==> src/hdl/bvm_pkg.sv <==
// Package for the battery voltage monitor: widths, register map, reset values,
// power level codes and the configuration struct. No dependencies.
`timescale 1ns / 1ps

package bvm_pkg;

  localparam int ADC_W   = 12;
  localparam int COEF_W  = 16;
  localparam int MV_W    = 15;
  localparam int LEVEL_W = 2;
  localparam int FV_W    = 31;           // Q15.16 filter value
  localparam int FRAC_W  = 16;
  localparam int PROD_W  = FV_W + COEF_W;  // shared multiplier result
  localparam int ADDR_W  = 5;
  localparam int DATA_W  = 32;
  localparam int IDX_W   = 3;

  // register indexes (byte address = 4 * index)
  localparam logic [IDX_W-1:0] REG_SCALE      = 3'd0;
  localparam logic [IDX_W-1:0] REG_ALPHA_FAST = 3'd1;
  localparam logic [IDX_W-1:0] REG_ALPHA_SLOW = 3'd2;
  localparam logic [IDX_W-1:0] REG_LOWEST     = 3'd3;
  localparam logic [IDX_W-1:0] REG_RETURN     = 3'd4;
  localparam logic [IDX_W-1:0] REG_WARN       = 3'd5;

  localparam logic [COEF_W-1:0] SCALE_RST      = 16'd36312;
  localparam logic [COEF_W-1:0] ALPHA_FAST_RST = 16'd2048;
  localparam logic [COEF_W-1:0] ALPHA_SLOW_RST = 16'd21;
  localparam logic [MV_W-1:0]   LOWEST_RST     = 15'd10000;
  localparam logic [MV_W-1:0]   RETURN_RST     = 15'd10500;
  localparam logic [MV_W-1:0]   WARN_RST       = 15'd11000;

  localparam logic [MV_W-1:0]   MV_MAX         = 15'h7FFF;
  localparam logic [FV_W-1:0]   FV_RST         = {15'd30000, 16'd0};
  localparam logic [FV_W-1:0]   SETTLE_MIN     = {15'd2000, 16'd0};
  localparam logic [FV_W-1:0]   SETTLE_WINDOW  = {15'd200, 16'd0};

  localparam logic [LEVEL_W-1:0] LVL_HIGH   = 2'd0;
  localparam logic [LEVEL_W-1:0] LVL_WARN   = 2'd1;
  localparam logic [LEVEL_W-1:0] LVL_RETURN = 2'd2;
  localparam logic [LEVEL_W-1:0] LVL_LOWEST = 2'd3;

  typedef struct packed {
    logic [COEF_W-1:0] scale_q12;
    logic [COEF_W-1:0] alpha_fast;
    logic [COEF_W-1:0] alpha_slow;
    logic [MV_W-1:0]   lowest_mv;
    logic [MV_W-1:0]   return_mv;
    logic [MV_W-1:0]   warn_mv;
  } bvm_cfg_t;

endpackage

==> src/hdl/bvm_if.sv <==
// Stream interfaces for the monitor: raw samples in, power levels out.
// Depends on bvm_pkg for field widths.
`timescale 1ns / 1ps

interface bvm_sample_if import bvm_pkg::*; ();
  logic             valid;
  logic             ready;
  logic [ADC_W-1:0] adc_sample;

  modport source (output valid, output adc_sample, input ready);
  modport sink   (input valid, input adc_sample, output ready);
endinterface

interface bvm_level_if import bvm_pkg::*; ();
  logic               valid;
  logic               ready;
  logic [LEVEL_W-1:0] power_level;
  logic [MV_W-1:0]    filtered_mv;
  logic               settled;

  modport source (output valid, output power_level, output filtered_mv, output settled,
                  input ready);
  modport sink   (input valid, input power_level, input filtered_mv, input settled,
                  output ready);
endinterface

==> src/hdl/bvm_regs.sv <==
// APB register file holding the gain, filter coefficients and thresholds.
// Depends on bvm_pkg for the register map and the configuration struct.
`timescale 1ns / 1ps

module bvm_regs import bvm_pkg::*; (
  input  logic              clk,
  input  logic              rst,
  input  logic              psel,
  input  logic              penable,
  input  logic              pwrite,
  input  logic [ADDR_W-1:0] paddr,
  input  logic [DATA_W-1:0] pwdata,
  output logic [DATA_W-1:0] prdata,
  output logic              pready,
  output bvm_cfg_t          cfg
);

  logic [IDX_W-1:0] idx;
  logic             wr;

  assign idx    = paddr[ADDR_W-1:2];
  assign wr     = psel && penable && pwrite;
  assign pready = 1'b1;

  always_ff @(posedge clk) begin
    if (rst) begin
      cfg.scale_q12  <= SCALE_RST;
      cfg.alpha_fast <= ALPHA_FAST_RST;
      cfg.alpha_slow <= ALPHA_SLOW_RST;
      cfg.lowest_mv  <= LOWEST_RST;
      cfg.return_mv  <= RETURN_RST;
      cfg.warn_mv    <= WARN_RST;
    end else if (wr) begin
      case (idx)
        REG_SCALE:      cfg.scale_q12  <= pwdata[COEF_W-1:0];
        REG_ALPHA_FAST: cfg.alpha_fast <= pwdata[COEF_W-1:0];
        REG_ALPHA_SLOW: cfg.alpha_slow <= pwdata[COEF_W-1:0];
        REG_LOWEST:     cfg.lowest_mv  <= pwdata[MV_W-1:0];
        REG_RETURN:     cfg.return_mv  <= pwdata[MV_W-1:0];
        REG_WARN:       cfg.warn_mv    <= pwdata[MV_W-1:0];
        default: ;
      endcase
    end
  end

  always_comb begin
    prdata = '0;
    case (idx)
      REG_SCALE:      prdata = {{(DATA_W-COEF_W){1'b0}}, cfg.scale_q12};
      REG_ALPHA_FAST: prdata = {{(DATA_W-COEF_W){1'b0}}, cfg.alpha_fast};
      REG_ALPHA_SLOW: prdata = {{(DATA_W-COEF_W){1'b0}}, cfg.alpha_slow};
      REG_LOWEST:     prdata = {{(DATA_W-MV_W){1'b0}}, cfg.lowest_mv};
      REG_RETURN:     prdata = {{(DATA_W-MV_W){1'b0}}, cfg.return_mv};
      REG_WARN:       prdata = {{(DATA_W-MV_W){1'b0}}, cfg.warn_mv};
      default:        prdata = '0;
    endcase
  end

endmodule

==> src/hdl/bvm_core.sv <==
// Sequenced datapath: scale, settle check, filter step and classification,
// all around one shared 31x16 multiplier. Depends on bvm_pkg.
`timescale 1ns / 1ps

module bvm_core import bvm_pkg::*; (
  input  logic               clk,
  input  logic               rst,
  input  bvm_cfg_t           cfg,
  input  logic               in_valid,
  output logic               in_ready,
  input  logic [ADC_W-1:0]   adc_sample,
  output logic               out_valid,
  input  logic               out_ready,
  output logic [LEVEL_W-1:0] power_level,
  output logic [MV_W-1:0]    filtered_mv,
  output logic               settled
);

  typedef enum logic [5:0] {
    S_IDLE  = 6'b000001,
    S_SCALE = 6'b000010,
    S_DIFF  = 6'b000100,
    S_STEP  = 6'b001000,
    S_UPD   = 6'b010000,
    S_OUT   = 6'b100000
  } state_t;

  state_t            state;
  logic [ADC_W-1:0]  adc;
  logic [FV_W-1:0]   fv;
  logic              settled_flag;
  logic [FV_W-1:0]   mag;
  logic              below;
  logic [COEF_W-1:0] alpha;
  logic [PROD_W-1:0] prod;

  logic [FV_W-1:0]   mul_a;
  logic [COEF_W-1:0] mul_b;
  logic [MV_W:0]     mv_raw;
  logic [MV_W-1:0]   mv;
  logic [FV_W-1:0]   target;
  logic              tgt_below;
  logic [FV_W-1:0]   mag_calc;
  logic [FV_W-1:0]   stepv;
  logic [MV_W-1:0]   fmv;
  logic [LEVEL_W-1:0] lvl;
  logic              out_free;

  assign in_ready = (state == S_IDLE);
  assign out_free = !out_valid || out_ready;

  // shared multiplier operands: gain product first, filter step second
  always_comb begin
    if (state == S_SCALE) begin
      mul_a = {{(FV_W-ADC_W){1'b0}}, adc};
      mul_b = cfg.scale_q12;
    end else begin
      mul_a = mag;
      mul_b = alpha;
    end
  end

  // gain product fits in 28 bits; saturate the integer millivolts
  assign mv_raw    = prod[ADC_W+MV_W:ADC_W];
  assign mv        = mv_raw[MV_W] ? MV_MAX : mv_raw[MV_W-1:0];
  assign target    = {mv, {FRAC_W{1'b0}}};
  assign tgt_below = target < fv;
  assign mag_calc  = tgt_below ? (fv - target) : (target - fv);
  assign stepv     = prod[FRAC_W+FV_W-1:FRAC_W];

  assign fmv = fv[FV_W-1:FRAC_W];

  always_comb begin
    if (fmv < cfg.lowest_mv)      lvl = LVL_LOWEST;
    else if (fmv < cfg.return_mv) lvl = LVL_RETURN;
    else if (fmv < cfg.warn_mv)   lvl = LVL_WARN;
    else                          lvl = LVL_HIGH;
  end

  always_ff @(posedge clk) begin
    if (rst) begin
      state        <= S_IDLE;
      fv           <= FV_RST;
      settled_flag <= 1'b0;
      out_valid    <= 1'b0;
    end else begin
      // S_OUT reloads the output register itself
      if (out_valid && out_ready && (state != S_OUT)) out_valid <= 1'b0;
      case (state)
        S_IDLE: begin
          if (in_valid) begin
            adc   <= adc_sample;
            state <= S_SCALE;
          end
        end
        S_SCALE: begin
          prod  <= mul_a * mul_b;
          state <= S_DIFF;
        end
        S_DIFF: begin
          // coefficient follows the flag as it was before this item
          alpha <= settled_flag ? cfg.alpha_slow : cfg.alpha_fast;
          mag   <= mag_calc;
          below <= tgt_below;
          if (!settled_flag && (fv > SETTLE_MIN) && (mag_calc < SETTLE_WINDOW))
            settled_flag <= 1'b1;
          state <= S_STEP;
        end
        S_STEP: begin
          prod  <= mul_a * mul_b;
          state <= S_UPD;
        end
        S_UPD: begin
          // step is truncated, so the value never passes the target
          fv    <= below ? (fv - stepv) : (fv + stepv);
          state <= S_OUT;
        end
        S_OUT: begin
          if (out_free) begin
            power_level <= lvl;
            filtered_mv <= fmv;
            settled     <= settled_flag;
            out_valid   <= 1'b1;
            state       <= S_IDLE;
          end
        end
        default: state <= S_IDLE;
      endcase
    end
  end

endmodule

==> src/hdl/battery_voltage_monitor.sv <==
// Top level of the battery voltage monitor: APB registers plus the filter core.
// Depends on bvm_pkg, bvm_if, bvm_regs and bvm_core.
//
//  channel  | kind            | payload
//  ---------+-----------------+----------------------------------------
//  sample   | stream, sink    | adc_sample[11:0]
//  level    | stream, source  | power_level[1:0], filtered_mv[14:0], settled
//  apb      | register port   | six registers at byte address 4*index
//
// One item goes through the scale, diff, step, update and output states before the
// next is accepted: the shared multiplier is used twice (gain, then filter step)
// with a register after each. The result is held in an output register; the next
// item is accepted while it waits. A stalled result holds the core in its last
// step until the register frees. Reset (rst, synchronous) restores the
// register defaults, a 30000 mV filter value and a cleared settled flag.
`timescale 1ns / 1ps

module battery_voltage_monitor import bvm_pkg::*; (
  input  logic              clk,
  input  logic              rst,
  bvm_sample_if.sink        sample,
  bvm_level_if.source       level,
  input  logic              psel,
  input  logic              penable,
  input  logic              pwrite,
  input  logic [ADDR_W-1:0] paddr,
  input  logic [DATA_W-1:0] pwdata,
  output logic [DATA_W-1:0] prdata,
  output logic              pready
);

  bvm_cfg_t cfg;

  bvm_regs u_regs (
    .clk     (clk),
    .rst     (rst),
    .psel    (psel),
    .penable (penable),
    .pwrite  (pwrite),
    .paddr   (paddr),
    .pwdata  (pwdata),
    .prdata  (prdata),
    .pready  (pready),
    .cfg     (cfg)
  );

  bvm_core u_core (
    .clk         (clk),
    .rst         (rst),
    .cfg         (cfg),
    .in_valid    (sample.valid),
    .in_ready    (sample.ready),
    .adc_sample  (sample.adc_sample),
    .out_valid   (level.valid),
    .out_ready   (level.ready),
    .power_level (level.power_level),
    .filtered_mv (level.filtered_mv),
    .settled     (level.settled)
  );

endmodule

==> src/flat_wrapper.sv <==
// flat-port wrapper written by rule: the top's interface ports become plain ports
module battery_voltage_monitor_flat import bvm_pkg::*;
  (clk, rst, psel, penable, pwrite, paddr, pwdata, prdata, pready, sample_valid, sample_adc_sample, sample_ready, level_valid, level_power_level, level_filtered_mv, level_settled, level_ready);
  bvm_sample_if sample_i ();
  bvm_level_if level_i ();
  input  logic clk;
  input  logic rst;
  input  logic psel;
  input  logic penable;
  input  logic pwrite;
  input  logic [ADDR_W-1:0] paddr;
  input  logic [DATA_W-1:0] pwdata;
  output logic [DATA_W-1:0] prdata;
  output logic pready;
  input wire logic [$bits(sample_i.valid)-1:0] sample_valid;
  input wire logic [$bits(sample_i.adc_sample)-1:0] sample_adc_sample;
  output wire logic [$bits(sample_i.ready)-1:0] sample_ready;
  output wire logic [$bits(level_i.valid)-1:0] level_valid;
  output wire logic [$bits(level_i.power_level)-1:0] level_power_level;
  output wire logic [$bits(level_i.filtered_mv)-1:0] level_filtered_mv;
  output wire logic [$bits(level_i.settled)-1:0] level_settled;
  input wire logic [$bits(level_i.ready)-1:0] level_ready;
  assign sample_i.valid = sample_valid;
  assign sample_i.adc_sample = sample_adc_sample;
  assign sample_ready = sample_i.ready;
  assign level_valid = level_i.valid;
  assign level_power_level = level_i.power_level;
  assign level_filtered_mv = level_i.filtered_mv;
  assign level_settled = level_i.settled;
  assign level_i.ready = level_ready;
  battery_voltage_monitor u_core (.clk(clk), .rst(rst), .sample(sample_i), .level(level_i), .psel(psel), .penable(penable), .pwrite(pwrite), .paddr(paddr), .pwdata(pwdata), .prdata(prdata), .pready(pready));
endmodule
==> config.mk <==
export PLATFORM = sky130hd
export DESIGN_NAME = battery_voltage_monitor_flat
export DESIGN_NICKNAME = d
export VERILOG_FILES = /design/src/hdl/bvm_pkg.sv /design/src/hdl/bvm_if.sv /design/src/hdl/bvm_regs.sv /design/src/hdl/bvm_core.sv /design/src/hdl/battery_voltage_monitor.sv /design/src/flat_wrapper.sv
export SDC_FILE = /design/constraint.sdc
export NUM_CORES = 2
export LEC_CHECK = 0
export ABC_AREA = 1
export BUFFER_PORTS_ARGS = -buffer_cell sky130_fd_sc_hd__buf_2
export CAP_MARGIN = 0
export CORE_UTILIZATION = 30
export CTS_CLUSTER_DIAMETER = 80
export DETAILED_ROUTE_END_ITERATION = 12
export RECOVER_POWER = 100
export SKIP_LAST_GASP = 1
export SLEW_MARGIN = 20
export SYNTH_ARGS = -nofsm -noshare
export SYNTH_HDL_FRONTEND = slang
export SYNTH_SLANG_ARGS = --single-unit
==> constraint.sdc <==
create_clock -name clk -period 7.6 [get_ports clk]
set_input_delay 1.52 -clock clk [delete_from_list [all_inputs] [get_ports clk]]
set_output_delay 1.52 -clock clk [all_outputs]
set_load 0.03 [all_outputs]
==> results.toml <==
[die]
std_cell_rows = 117
dieHeight_um = 325
fp.dieW_um = 325
io_pins = 109
dieArea_mm2 = 0.105
initial_utilization_pct = 30.5
core_mm2 = 0.102

[layout]
fin_nets = 4962
mostFrequentLayoutCells = "inv_1, nand2_1, nor2_1, fa_1, a21oi_1"
drive_gt1_share_pct = 6.16
seqCellArea_mm2 = 0.00604
multi_input_area_mm2 = 0.0213
antenna_cells = 0
fill_cells = 11000
area_growth_pct = 11.7
final_common_cell = "inv_1"

[sta]
post-route-period-util_pct = 94.7
maxSlewHeadroom_pct = -157
finalMaxSlewViolations = 271
setup_viol = 0
min_period_ns = 7.20
skew_ns = 0.0755
rsz0062_at_grt = "false"
hold_viol = 0
fmax_ghz = 0.139
tightest_slew_ns = 3.86
finalSetupTns_ns = 0

[yosys]
ys_types = 55
synth-seq-area-share_pct = 19.3
synth_area_per_cell_um2 = 7.55
ys.flop_type = "dfxtp_1"
yosys_warnings = 0
synth_edf_count = 113
async_flop_share_pct = 0
ys_seq_elements = 245
synth.area.top_cells = "fa_1, edfxtp_1, inv_1"
yosysTopAreaCellShare_pct = 26.0
synth_cells = 4132
yosys.area.top_type = "fa_1"
synth_area_mm2 = 0.0312

[setup_path]
crit_slowest_cell = "fa_1"
crit_arrival_ns = 7.58
critPathLaunchType = "flip-flop"
r2r-start = "u_core.u_core.state[2]$_SDFFE_PP0P_"
slowest_delay_ns = 0.53
r2r_end = "u_core.u_core.prod[44]$_DFFE_PP_"
rrSetupSlack_ns = 0.40
crit_end = "u_core.u_core.prod[44]$_DFFE_PP_"
worstSetupEndpointType = "flip-flop"
crit_required_ns = 7.99
worstSetupStartpoint = "u_core.u_core.state[2]$_SDFFE_PP0P_"
cp_max_fo = 16
worstSetupPathType = "flip-flop to flip-flop"
r2r_cells = 29
crit_top_cell = "fa_1"

[global_route]
grt_max_degree = 89
grt_pass1_vias = 27000
antenna_found_initial = 1
grt_use_total_pct = 20.2
grt_pass1_wl_um = 163000
grt_overflow = 0

[clock_network]
post_cts_resized = 0
cts_hold_buf = 0
cts-root-to-sink-buffers = 3
cts_setup_buffers = 0
cts_sinks = 245
cts-root-buf = "clkbuf_16"
clock_latency_ns = 0.65
htree_levels = 1
cts_tree = "built"
clk_pin_slew_ns = 0.09
cts-buffers-inserted = 28

[detailed_routing]
wl_per_cell_um = 18.9
avgViaCountPerCell = 4.87
drt_pass1_iterations = 5
num_vias = 27600
ant_nets = 0
drt-total-wl_um = 107000
remaining_drc_errors = 0
drtIter0Drc = 2526

[run_status]
violations = "capacitance limit, slew limit"
status = "finished with violations"

[place]
globalplace.congestion = 0.978
dp_hpwl_um = 87800
numPortBuffers = 73

[flow_run]
cap_violations = 6

[min_path]
min_path_type = "flip-flop to flip-flop"
==> synth_stat cells, drive strengths merged (4+ instances only) <==
cell type,count
nand2,882
inv,880
nor2,501
fa,405
a21oi,230
ha,218
o21ai,211
dfxtp,132
edfxtp,113
nand3,102
clkbuf,72
xor2,67
nand4,43
buf,40
nor3,30
a31oi,26
o211ai,26
xnor2,25
clkinv,19
a22oi,12
o22ai,12
o21a,11
a21o,10
nor4,10
o221ai,8
and3,6
or2,6
o31ai,5
a211oi,4
nand3b,4
o21bai,4
==> cell families (layout without fill, tap and decap cells) <==
logic type	Yosys count	after routing	share of synthesized area (%)
and+or+nand+nor	1589	1589	20.5
DFF	245	245	19.3
AOI/OAI and AO/OA	570	570	10.3
xor gates and xnor gates	92	92	2.58
other	2	17	0.0241
adders and majority gates	623	623	34.7
buffers and inverters	1011	1169	12.5
==> cell type report <==
type	count	area share (%)
inverters	899	9.69
repair buffers	218	3.99
well taps	1368	4.91
multi-input cells	2891	61.2
clock buffers	33	2.30
clock inverters	19	0.617
flip-flops and latches	245	17.3
==> sequential cells by signal, summed over array words and instances (netlist names) <==
register and count:
u_core.u_core.alpha 16, u_core.u_core.adc 12, u_core.u_core.prod 35, u_core.u_core.fv 31, u_core.u_core.mag 31, u_core.u_regs.cfg 93
u_core.u_core.filtered_mv 15, u_core.u_core.state 6, u_core.u_core.settled 1, u_core.u_core.power_level 2, u_core.u_core.out_valid 1, u_core.u_core.settled_flag 1
u_core.u_core.below 1
==> metrics by stage <==
stage	hold slack [ns]	utilization [%]	instance area, um^2	worst slack [ns]	instances
finish	0.467	34.0	34900	0.403	5673
global route	0.489	34.0	34900	0.0629	5673
CTS	0.470	34.1	35000	0.334	5672
detailed placement	0.452	33.1	33900	0.399	5620
global placement	0.441	33.1	33900	0.438	5620
floorplan	0.425	-	31300	1.24	4147
==> routing by layer <==
metal,GRT usage [%],part of all wire (%),wire length [um]
met1,29.1,45,48400
met2,30.6,43,46500
met3,3.57,8.3,8930
met4,5.90,3.2,3480
met5,0,0,0
==> worst min path at each step <==
stage	from	end	slack [ns]	depth (start not counted)
floorplan	u_core.u_core.fv[0]$_SDFFE_PP0P_	u_core.u_core.mag[0]$_DFFE_PP_	0.42	0
global placement	u_core.u_core.fv[0]$_SDFFE_PP0P_	u_core.u_core.mag[0]$_DFFE_PP_	0.44	0
detailed placement	u_core.u_core.fv[0]$_SDFFE_PP0P_	u_core.u_core.mag[0]$_DFFE_PP_	0.45	0
CTS	u_core.u_core.fv[0]$_SDFFE_PP0P_	u_core.u_core.mag[0]$_DFFE_PP_	0.47	0
global route	u_core.u_core.fv[0]$_SDFFE_PP0P_	u_core.u_core.mag[0]$_DFFE_PP_	0.49	0
finish	u_core.u_core.fv[0]$_SDFFE_PP0P_	u_core.u_core.mag[0]$_DFFE_PP_	0.47	0
==> worst max-delay path: cells and delay by family, from the launching register on <==
family | cells | cell delay (ns)
DFF | 1 | 0.34
adders and majority gates | 7 | 3.28
and+or+nand+nor | 8 | 0.83
buffers and inverters | 8 | 1.46
AOI/OAI and AO/OA | 6 | 0.96
Power is not shown: default switching activity piles up to over one toggle a cycle in this logic, so the estimate is an artifact.
